[src/rtl/kpt_pkg.sv]
package kpt_pkg;

  // default table depth
  localparam int MAX_PAIRS_DEF = 64;

  // character code that no stored pair may use
  localparam logic [7:0] KEY_RESERVED = 8'd255;

  // operation codes
  localparam logic [1:0] KIND_LOOKUP = 2'd0;
  localparam logic [1:0] KIND_WRITE  = 2'd1;
  localparam logic [1:0] KIND_CLEAR  = 2'd2;

  // result status codes
  localparam logic [1:0] STAT_OK     = 2'd0;
  localparam logic [1:0] STAT_REJECT = 2'd1;
  localparam logic [1:0] STAT_FULL   = 2'd2;

  // input word
  typedef struct packed {
    logic [1:0]        kind;
    logic [7:0]        first_char;
    logic [7:0]        second_char;
    logic signed [7:0] offset_in;
  } kpt_in_t;

  // result word
  typedef struct packed {
    logic [1:0]        status;
    logic              found;
    logic signed [7:0] offset_out;
    logic [5:0]        pair_index;
    logic [6:0]        pair_count;
  } kpt_out_t;

  // one table entry
  typedef struct packed {
    logic [7:0]        first_char;
    logic [7:0]        second_char;
    logic signed [7:0] offset;
  } kpt_entry_t;

  // controller to datapath
  typedef struct packed {
    logic start;
    logic clear;
    logic reject;
    logic scan;
    logic hit;
    logic upd;
    logic append;
    logic full;
    logic shift;
    logic dec;
    logic load;
  } kpt_cmd_t;

  // datapath to controller
  typedef struct packed {
    logic is_lookup;
    logic is_write;
    logic is_clear;
    logic rsv;
    logic off_zero;
    logic hit;
    logic miss;
    logic full;
    logic shift_done;
  } kpt_sts_t;

endpackage

[src/rtl/kpt_datapath.sv]
module kpt_datapath #(
  parameter int MAX_PAIRS = kpt_pkg::MAX_PAIRS_DEF
) (
  input  logic              clk,
  input  logic              rst_n,
  input  kpt_pkg::kpt_cmd_t cmd,
  output kpt_pkg::kpt_sts_t sts,
  input  kpt_pkg::kpt_in_t  in_data,
  output kpt_pkg::kpt_out_t out_data
);
  import kpt_pkg::*;

  localparam int CW = $clog2(MAX_PAIRS + 1);
  localparam int IW = (MAX_PAIRS > 1) ? $clog2(MAX_PAIRS) : 1;
  localparam logic [CW-1:0] CNT_MAX = CW'(MAX_PAIRS);

  kpt_entry_t        mem [MAX_PAIRS];
  kpt_entry_t        rdata_r;
  kpt_in_t           item_r;
  logic [CW-1:0]     cnt_r, cnt_nxt;
  logic [CW-1:0]     ptr_r, ptr_nxt;
  logic              rd_vld_r, rd_vld_nxt;
  logic [IW-1:0]     wp_r, wp_nxt;
  logic [1:0]        status_r, status_nxt;
  logic              found_r, found_nxt;
  logic signed [7:0] old_r, old_nxt;
  logic [IW-1:0]     idx_r, idx_nxt;
  kpt_out_t          out_r;

  logic              rd_en;
  logic [IW-1:0]     rd_addr;
  logic              wr_en;
  logic [IW-1:0]     wr_addr;
  kpt_entry_t        wr_data;
  logic [CW-1:0]     hit_pos;
  logic              more;
  logic              key_match;

  // scan pointer runs one ahead of the entry held in the read register
  assign more      = ptr_r < cnt_r;
  assign hit_pos   = ptr_r - CW'(1);
  assign key_match = (rdata_r.first_char == item_r.first_char) &&
                     (rdata_r.second_char == item_r.second_char);

  // status towards the controller
  always_comb begin
    sts            = '0;
    sts.is_lookup  = item_r.kind == KIND_LOOKUP;
    sts.is_write   = item_r.kind == KIND_WRITE;
    sts.is_clear   = item_r.kind == KIND_CLEAR;
    sts.rsv        = (item_r.first_char == KEY_RESERVED) ||
                     (item_r.second_char == KEY_RESERVED);
    sts.off_zero   = item_r.offset_in == 8'sd0;
    sts.hit        = rd_vld_r && key_match;
    sts.miss       = !rd_vld_r && !more;
    sts.full       = cnt_r == CNT_MAX;
    sts.shift_done = !rd_vld_r;
  end

  // read port: one entry per cycle while scanning or shifting
  assign rd_en   = (cmd.scan || cmd.shift) && more;
  assign rd_addr = ptr_r[IW-1:0];

  // write port: offset update, append or move down by one place
  always_comb begin
    wr_en   = 1'b0;
    wr_addr = hit_pos[IW-1:0];
    wr_data = rdata_r;
    priority if (cmd.upd) begin
      wr_en   = 1'b1;
      wr_addr = hit_pos[IW-1:0];
      wr_data = '{first_char: item_r.first_char, second_char: item_r.second_char,
                  offset: item_r.offset_in};
    end else if (cmd.append) begin
      wr_en   = 1'b1;
      wr_addr = cnt_r[IW-1:0];
      wr_data = '{first_char: item_r.first_char, second_char: item_r.second_char,
                  offset: item_r.offset_in};
    end else if (cmd.shift && rd_vld_r) begin
      wr_en   = 1'b1;
      wr_addr = wp_r;
      wr_data = rdata_r;
    end else begin
      wr_en   = 1'b0;
    end
  end

  // pair store
  always_ff @(posedge clk) begin
    if (wr_en) begin
      mem[wr_addr] <= wr_data;
    end
    if (rd_en) begin
      rdata_r <= mem[rd_addr];
    end
  end

  // pointers and count
  always_comb begin
    ptr_nxt    = ptr_r;
    rd_vld_nxt = rd_vld_r;
    wp_nxt     = wp_r;
    cnt_nxt    = cnt_r;
    if (cmd.start) begin
      ptr_nxt    = '0;
      rd_vld_nxt = 1'b0;
    end
    if (cmd.scan || cmd.shift) begin
      rd_vld_nxt = more;
      if (more) begin
        ptr_nxt = ptr_r + CW'(1);
      end
    end
    if (cmd.hit) begin
      wp_nxt = hit_pos[IW-1:0];
    end else if (cmd.shift && rd_vld_r) begin
      wp_nxt = wp_r + IW'(1);
    end
    priority if (cmd.clear) begin
      cnt_nxt = '0;
    end else if (cmd.append) begin
      cnt_nxt = cnt_r + CW'(1);
    end else if (cmd.dec) begin
      cnt_nxt = cnt_r - CW'(1);
    end else begin
      cnt_nxt = cnt_r;
    end
  end

  // result fields gathered during the operation
  always_comb begin
    status_nxt = status_r;
    found_nxt  = found_r;
    old_nxt    = old_r;
    idx_nxt    = idx_r;
    if (cmd.start) begin
      status_nxt = STAT_OK;
      found_nxt  = 1'b0;
      old_nxt    = 8'sd0;
      idx_nxt    = '0;
    end
    if (cmd.reject) begin
      status_nxt = STAT_REJECT;
    end
    if (cmd.full) begin
      status_nxt = STAT_FULL;
    end
    if (cmd.hit) begin
      found_nxt = 1'b1;
      old_nxt   = rdata_r.offset;
      idx_nxt   = hit_pos[IW-1:0];
    end
    if (cmd.append) begin
      idx_nxt = cnt_r[IW-1:0];
    end
  end

  // control registers
  always_ff @(posedge clk) begin
    if (!rst_n) begin
      cnt_r    <= '0;
      rd_vld_r <= 1'b0;
    end else begin
      cnt_r    <= cnt_nxt;
      rd_vld_r <= rd_vld_nxt;
    end
  end

  // payload registers
  always_ff @(posedge clk) begin
    ptr_r    <= ptr_nxt;
    wp_r     <= wp_nxt;
    status_r <= status_nxt;
    found_r  <= found_nxt;
    old_r    <= old_nxt;
    idx_r    <= idx_nxt;
    if (cmd.start) begin
      item_r <= in_data;
    end
    if (cmd.load) begin
      out_r <= '{status: status_r, found: found_r, offset_out: old_r,
                 pair_index: 6'(idx_r), pair_count: 7'(cnt_r)};
    end
  end

  assign out_data = out_r;

  // count never passes the table depth
  a_cnt_bound: assert property (@(posedge clk) disable iff (!rst_n)
    cnt_r <= CNT_MAX)
    else $error("pair count beyond table depth");

  // append only into a free place
  a_append_room: assert property (@(posedge clk) disable iff (!rst_n)
    cmd.append |-> cnt_r < CNT_MAX)
    else $error("append into a full table");

  // a moved entry lands below the old count
  a_shift_addr: assert property (@(posedge clk) disable iff (!rst_n)
    (cmd.shift && rd_vld_r) |-> (CW'(wp_r) + CW'(1)) < cnt_r)
    else $error("shift write outside the table");

  // held read data always belongs to an issued address
  a_rd_ptr: assert property (@(posedge clk) disable iff (!rst_n)
    rd_vld_r |-> ptr_r != '0)
    else $error("read data without an issued read");

endmodule

[src/rtl/kpt_ctrl.sv]
module kpt_ctrl (
  input  logic              clk,
  input  logic              rst_n,
  input  logic              in_valid,
  output logic              in_stall,
  output logic              out_valid,
  input  logic              out_stall,
  output kpt_pkg::kpt_cmd_t cmd,
  input  kpt_pkg::kpt_sts_t sts
);
  import kpt_pkg::*;

  typedef enum logic [4:0] {
    S_IDLE   = 5'b00001,
    S_DECODE = 5'b00010,
    S_SCAN   = 5'b00100,
    S_SHIFT  = 5'b01000,
    S_FINISH = 5'b10000
  } state_t;

  state_t state_r, state_nxt;
  logic   out_valid_r, out_valid_nxt;
  logic   out_free;

  // output register may be refilled when empty or being taken
  assign out_free = !out_valid_r || !out_stall;

  // sequencing of one word
  always_comb begin
    state_nxt     = state_r;
    cmd           = '0;
    out_valid_nxt = out_valid_r && out_stall;
    unique case (state_r)
      S_IDLE: begin
        if (in_valid) begin
          cmd.start = 1'b1;
          state_nxt = S_DECODE;
        end
      end
      S_DECODE: begin
        priority if (sts.is_clear) begin
          cmd.clear = 1'b1;
          state_nxt = S_FINISH;
        end else if (sts.is_write && sts.rsv) begin
          cmd.reject = 1'b1;
          state_nxt  = S_FINISH;
        end else if (sts.is_lookup || sts.is_write) begin
          state_nxt = S_SCAN;
        end else begin
          state_nxt = S_FINISH;
        end
      end
      S_SCAN: begin
        cmd.scan = 1'b1;
        priority if (sts.hit) begin
          cmd.hit = 1'b1;
          if (sts.is_write && sts.off_zero) begin
            state_nxt = S_SHIFT;
          end else begin
            cmd.upd   = sts.is_write;
            state_nxt = S_FINISH;
          end
        end else if (sts.miss) begin
          if (sts.is_write && !sts.off_zero) begin
            cmd.full   = sts.full;
            cmd.append = !sts.full;
          end
          state_nxt = S_FINISH;
        end else begin
          state_nxt = S_SCAN;
        end
      end
      S_SHIFT: begin
        cmd.shift = 1'b1;
        if (sts.shift_done) begin
          cmd.dec   = 1'b1;
          state_nxt = S_FINISH;
        end
      end
      S_FINISH: begin
        if (out_free) begin
          cmd.load      = 1'b1;
          out_valid_nxt = 1'b1;
          state_nxt     = S_IDLE;
        end
      end
      default: begin
        state_nxt = S_IDLE;
      end
    endcase
  end

  // state and output valid
  always_ff @(posedge clk) begin
    if (!rst_n) begin
      state_r     <= S_IDLE;
      out_valid_r <= 1'b0;
    end else begin
      state_r     <= state_nxt;
      out_valid_r <= out_valid_nxt;
    end
  end

  assign in_stall  = state_r != S_IDLE;
  assign out_valid = out_valid_r;

  // an accepted word is decoded next
  a_accept_decode: assert property (@(posedge clk) disable iff (!rst_n)
    (in_valid && !in_stall) |=> state_r == S_DECODE)
    else $error("accepted word not decoded");

  // a finished result is presented and the block returns to idle
  a_finish_load: assert property (@(posedge clk) disable iff (!rst_n)
    (state_r == S_FINISH && out_free) |=> (out_valid_r && state_r == S_IDLE))
    else $error("result not presented");

  // one user of the write port at a time
  a_one_writer: assert property (@(posedge clk) disable iff (!rst_n)
    $onehot0({cmd.upd, cmd.append, cmd.shift}))
    else $error("write port conflict");

endmodule

[src/rtl/kerning_pair_table.sv]
// kerning pair table: ordered store of character pairs, each with a signed
// spacing offset.
// input channel (in_valid, in_stall, in_data): one word per operation,
// lookup, write offset or clear. a word is taken when in_valid is high and
// in_stall is low; in_stall is low only while no word is in progress.
// result channel (out_valid, out_stall, out_data): exactly one result word per
// input word, in order. results sit in an output register, so the next input
// word is taken while a result still waits under out_stall.
// lookups and writes scan the held pairs in order until the pair is found or
// the last one is passed; a clear or a rejected write skips the scan. removing
// the pair at p moves every later entry down one place. the result shows in
// the same cycle that the next word can be taken. the pair memory has one
// read and one write port: the scan reads one entry a cycle with registered
// read data, and the move-down copies one entry a cycle.
// reset empties the table at once; no clearing pass is needed since only
// entries below the count are ever read. a stalled receiver holds the
// finished result and the block waits in its last step until it is taken.
module kerning_pair_table #(
  parameter int MAX_PAIRS = kpt_pkg::MAX_PAIRS_DEF
) (
  input  logic              clk,
  input  logic              rst_n,
  input  logic              in_valid,
  output logic              in_stall,
  input  kpt_pkg::kpt_in_t  in_data,
  output logic              out_valid,
  input  logic              out_stall,
  output kpt_pkg::kpt_out_t out_data
);
  import kpt_pkg::*;

  kpt_cmd_t cmd;
  kpt_sts_t sts;

  // sequencer
  kpt_ctrl u_ctrl (
    .clk       (clk),
    .rst_n     (rst_n),
    .in_valid  (in_valid),
    .in_stall  (in_stall),
    .out_valid (out_valid),
    .out_stall (out_stall),
    .cmd       (cmd),
    .sts       (sts)
  );

  // pair store, scan and result registers
  kpt_datapath #(
    .MAX_PAIRS (MAX_PAIRS)
  ) u_datapath (
    .clk      (clk),
    .rst_n    (rst_n),
    .cmd      (cmd),
    .sts      (sts),
    .in_data  (in_data),
    .out_data (out_data)
  );

endmodule

[config.mk]
export PLATFORM = sky130hd
export DESIGN_NAME = kerning_pair_table
export DESIGN_NICKNAME = d
export VERILOG_FILES = /design/src/rtl/kpt_pkg.sv /design/src/rtl/kpt_datapath.sv /design/src/rtl/kpt_ctrl.sv /design/src/rtl/kerning_pair_table.sv
export SDC_FILE = /design/constraint.sdc
export NUM_CORES = 2
export LEC_CHECK = 0
export BUFFER_PORTS_ARGS = -buffer_cell sky130_fd_sc_hd__buf_4
export CAP_MARGIN = 10
export CELL_PAD_IN_SITES_DETAIL_PLACEMENT = 0
export CELL_PAD_IN_SITES_GLOBAL_PLACEMENT = 1
export CORE_UTILIZATION = 45
export CTS_BUF_LIST = sky130_fd_sc_hd__clkbuf_4 sky130_fd_sc_hd__clkbuf_8 sky130_fd_sc_hd__clkbuf_16
export DETAILED_ROUTE_END_ITERATION = 10
export PLACE_DENSITY_LB_ADDON = 0.1
export SYNTH_ARGS = -nofsm -noshare
export SYNTH_HDL_FRONTEND = slang
export SYNTH_SLANG_ARGS = --single-unit
[constraint.sdc]
create_clock -name clk -period 6.3 [get_ports clk]
set_clock_uncertainty 0.2 [all_clocks]
set_input_delay 1.575 -clock clk [delete_from_list [all_inputs] [get_ports clk]]
set_output_delay 1.575 -clock clk [all_outputs]
set_load 0.005 [all_outputs]
==> flow_summary_export.csv <==
group,metric,value,unit
timing,finalSetupTns,0,ps
worst_setup_path,path_class,"reg -> reg",
placement,hpwl,101000,um
route,viasPerCell,6.04,
placement,portBuffers,55,
die,fp.dieH,379,um
cells_and_area,final_cell_mix,"edfxtp_1, mux4_2, clkbuf_16",
timing,relSlewSlack,15.4,%
route,antenna_left,0,
cells_and_area,drive_gt1_share,34.4,%
placement,place.gp.congestion,0.846,
route,dr.pass1.iters,5,
cts,cts.htree.levels,4,
timing,hold_viol,0,
timing,drv_slew,0,
timing,whs,226,ps
timing,fin_crit_sh,79.5,%
cells_and_area,area_growth,14.2,%
worst_setup_path,crit_required,6520,ps
synth,synth_ff_type,"edfxtp_1",
grt,antenna_found_initial,14,
synth,ys_ff_latch,1654,
timing,fin_crit,5010,ps
grt,grt_usage,23.9,%
route,vias,29700,
cts,cts_sinks,1654,
cts,ctsHoldBuffers,0,
grt,grt_pass1_vias,30100,
synth,syn_area,63900,sq um
synth,synth.top_cell.area_share,76.7,%
grt,grt_pass1_wl,235000,um
run,max_cap_viol_count,0,
worst_setup_path,critPathMaxFanout,42,
cts,cts-root-buf,"clkbuf_16",
timing,fmax,200,MHz
synth,synthCells,2697,
cts,postCtsSetupRepairBufs,0,
cts,ctsResizeCount,0,
synth,synth-async-reset-ratio,0,%
cells_and_area,utilization,52.0,%
cells_and_area,final_common_cell,"edfxtp_1",
synth,synth-edff-count,1630,
worst_setup_path,reg2regPathDepth,8,
timing,setup_viol,0,
timing,rsz0062_at_grt,"no",
hold_path,holdPathStages,0,
cts,cts_buffer_depth,3,
die,rows,137,
die,die_area,143000,sq um
die,die_w,379,um
synth,yosys.area.top_type,"edfxtp_1",
cells_and_area,nNetsFinal,2944,
synth,synth_cell_types,71,
power_and_ir_drop,total_power,22.1,mW
synth,yosys_warnings,0,
power_and_ir_drop,ir_drop,0.000232,V
worst_setup_path,worst_setup_path_start_kind,"register",
route,routed_wirelength,167000,um
die,core,140000,sq um
route,drt-wirelength-per-cell,34.0,um
power_and_ir_drop,p_per_area,303,nW/um^2
synth,synth_area_leaders,"edfxtp_1, mux4_2, dfxtp_1",
grt,grt_max_degree,117,
cts,cts_tree,"done",
cts,cts_buffers,171,
cts,clkLatencyLatePin,810,ps
die,ios,56,
timing,worst_pin_slew,1270,ps
synth,syn_nets,2742,
cts,clk_pin_slew,60,ps
worst_setup_path,end_kind,"register",
worst_setup_path,cp.arrival,5230,ps
grt,grt_overflow,0,
cells_and_area,fillCellCount,10800,
route,drt_iter0_drc,3239,
synth,yosysSeqAreaShare,77.4,%
hold_path,hp-class,"reg -> reg",
status,status,"finished clean",
die,initial_core_util,45.5,%
route,route.detailed.drc,0,
synth,synth_area_per_cell,23.7,sq um
power_and_ir_drop,leakage,21.9,nW
[stage by stage]
stage	cells	cell area, sq um	setup slack (ps)
final	4917	72900	1290
after global routing	4915	72900	1060
after CTS	4915	72900	1290
after detailed placement	4602	67300	1360
after global placement	4602	67300	1370
after floorplan	2697	63900	1930
[critical path, stage by stage, from the launching register on]
cell and delay [ps]:
dfxtp_4 910, nand2b_1 210, a31oi_1 110, o21bai_2 390
and2_1 510, inv_6 130, a211oi_1 480, nand2_1 690
nor2_4 940
[metal layers]
layer / track usage, % / share of wire, % / vias up
li1: - / - / 12000
met1: 34.3 / 42 / 16500
met2: 37.8 / 49 / 1042
met3: 4.18 / 6.5 / 209
met4: 6.57 / 2.4 / 0
met5: 0 / 0 / -
[cells by family (layout without fill, tap and decap cells)]
kind of cell | after synthesis | in the layout | synth area share, %
AOI/OAI and AO/OA | 84 | 84 | 0.921
muxes | 543 | 543 | 18.2
and+or+nand+nor | 223 | 223 | 1.74
DFF | 1654 | 1654 | 77.4
xor gates and xnor gates | 32 | 32 | 0.439
other | 0 | 2 | 0
buffers and inverters | 146 | 488 | 1.02
adders and majority gates | 15 | 15 | 0.306
[path summary, 6_finish.rpt]
check / slack [ps] / startpoint / end
max: 1290 / u_datapath.ptr_r[0]$_DFF_P_ / u_datapath.mem[1][19]$_DFFE_PP_
min: 230 / u_datapath.idx_r[2]$_DFFE_PP_ / u_datapath.out_data[9]$_DFFE_PP_
max reg2reg: 1290 / u_datapath.ptr_r[0]$_DFF_P_ / u_datapath.mem[1][19]$_DFFE_PP_
min reg2reg: 230 / u_datapath.idx_r[2]$_DFFE_PP_ / u_datapath.out_data[9]$_DFFE_PP_
[power by group]
group	switching (mW)	internal, mW	total, mW
Combinational	0.0390	0.0259	0.0648
Clock	4.20	5.87	10.1
Sequential	0.0274	11.9	12.0
[state kept, by name, summed over array words and instances (netlist names)]
| signal | count |
|---|---|
| u_ctrl.out_valid | 1 |
| u_ctrl.state_r | 5 |
| u_datapath.cnt_r | 7 |
| u_datapath.found_r | 1 |
| u_datapath.idx_r | 6 |
| u_datapath.item_r | 26 |
| u_datapath.mem | 1536 |
| u_datapath.old_r | 8 |
| u_datapath.out_data | 24 |
| u_datapath.ptr_r | 7 |
| u_datapath.rd_vld_r | 1 |
| u_datapath.rdata_r | 24 |
| u_datapath.status_r | 2 |
| u_datapath.wp_r | 6 |
[Yosys cell counts (3+ instances only)]
master    instances
nor2_2           10
a21oi_1          18
a21o_1            3
o21bai_1          3
buf_2            56
nand2_1          37
mux2_2           33
inv_1            16
o21ai_0          19
clkbuf_1         44
nor2b_1           3
nor4_1            3
nand2b_1          5
and2_1           13
o22ai_1           4
buf_1            25
nand3b_1          5
a31oi_1           3
o31ai_1           3
xnor2_1          24
mux2i_1          20
edfxtp_1       1630
nand4_1           9
nor2_1           94
xor2_1            8
ha_1             14
nand3_1          21
dfxtp_1          24
a32oi_1           3
mux4_2          490
buf_6             3
a211o_1           4
nor3_1            4
[layout make-up]
type / count / area (sq um) / share of cell area (%)
clock inverter: 98 / 943 / 1.29
clock buffer: 215 / 4660 / 6.39
inverter: 17 / 68.8 / 0.0944
timing repair buffer: 158 / 1260 / 1.73
sequential: 1654 / 49400 / 67.8
antenna: 2 / 5.00 / 0.00686
multi-input combinational: 897 / 14200 / 19.5
tap: 1876 / 2350 / 3.22
(Power assumes the default switching activity.)
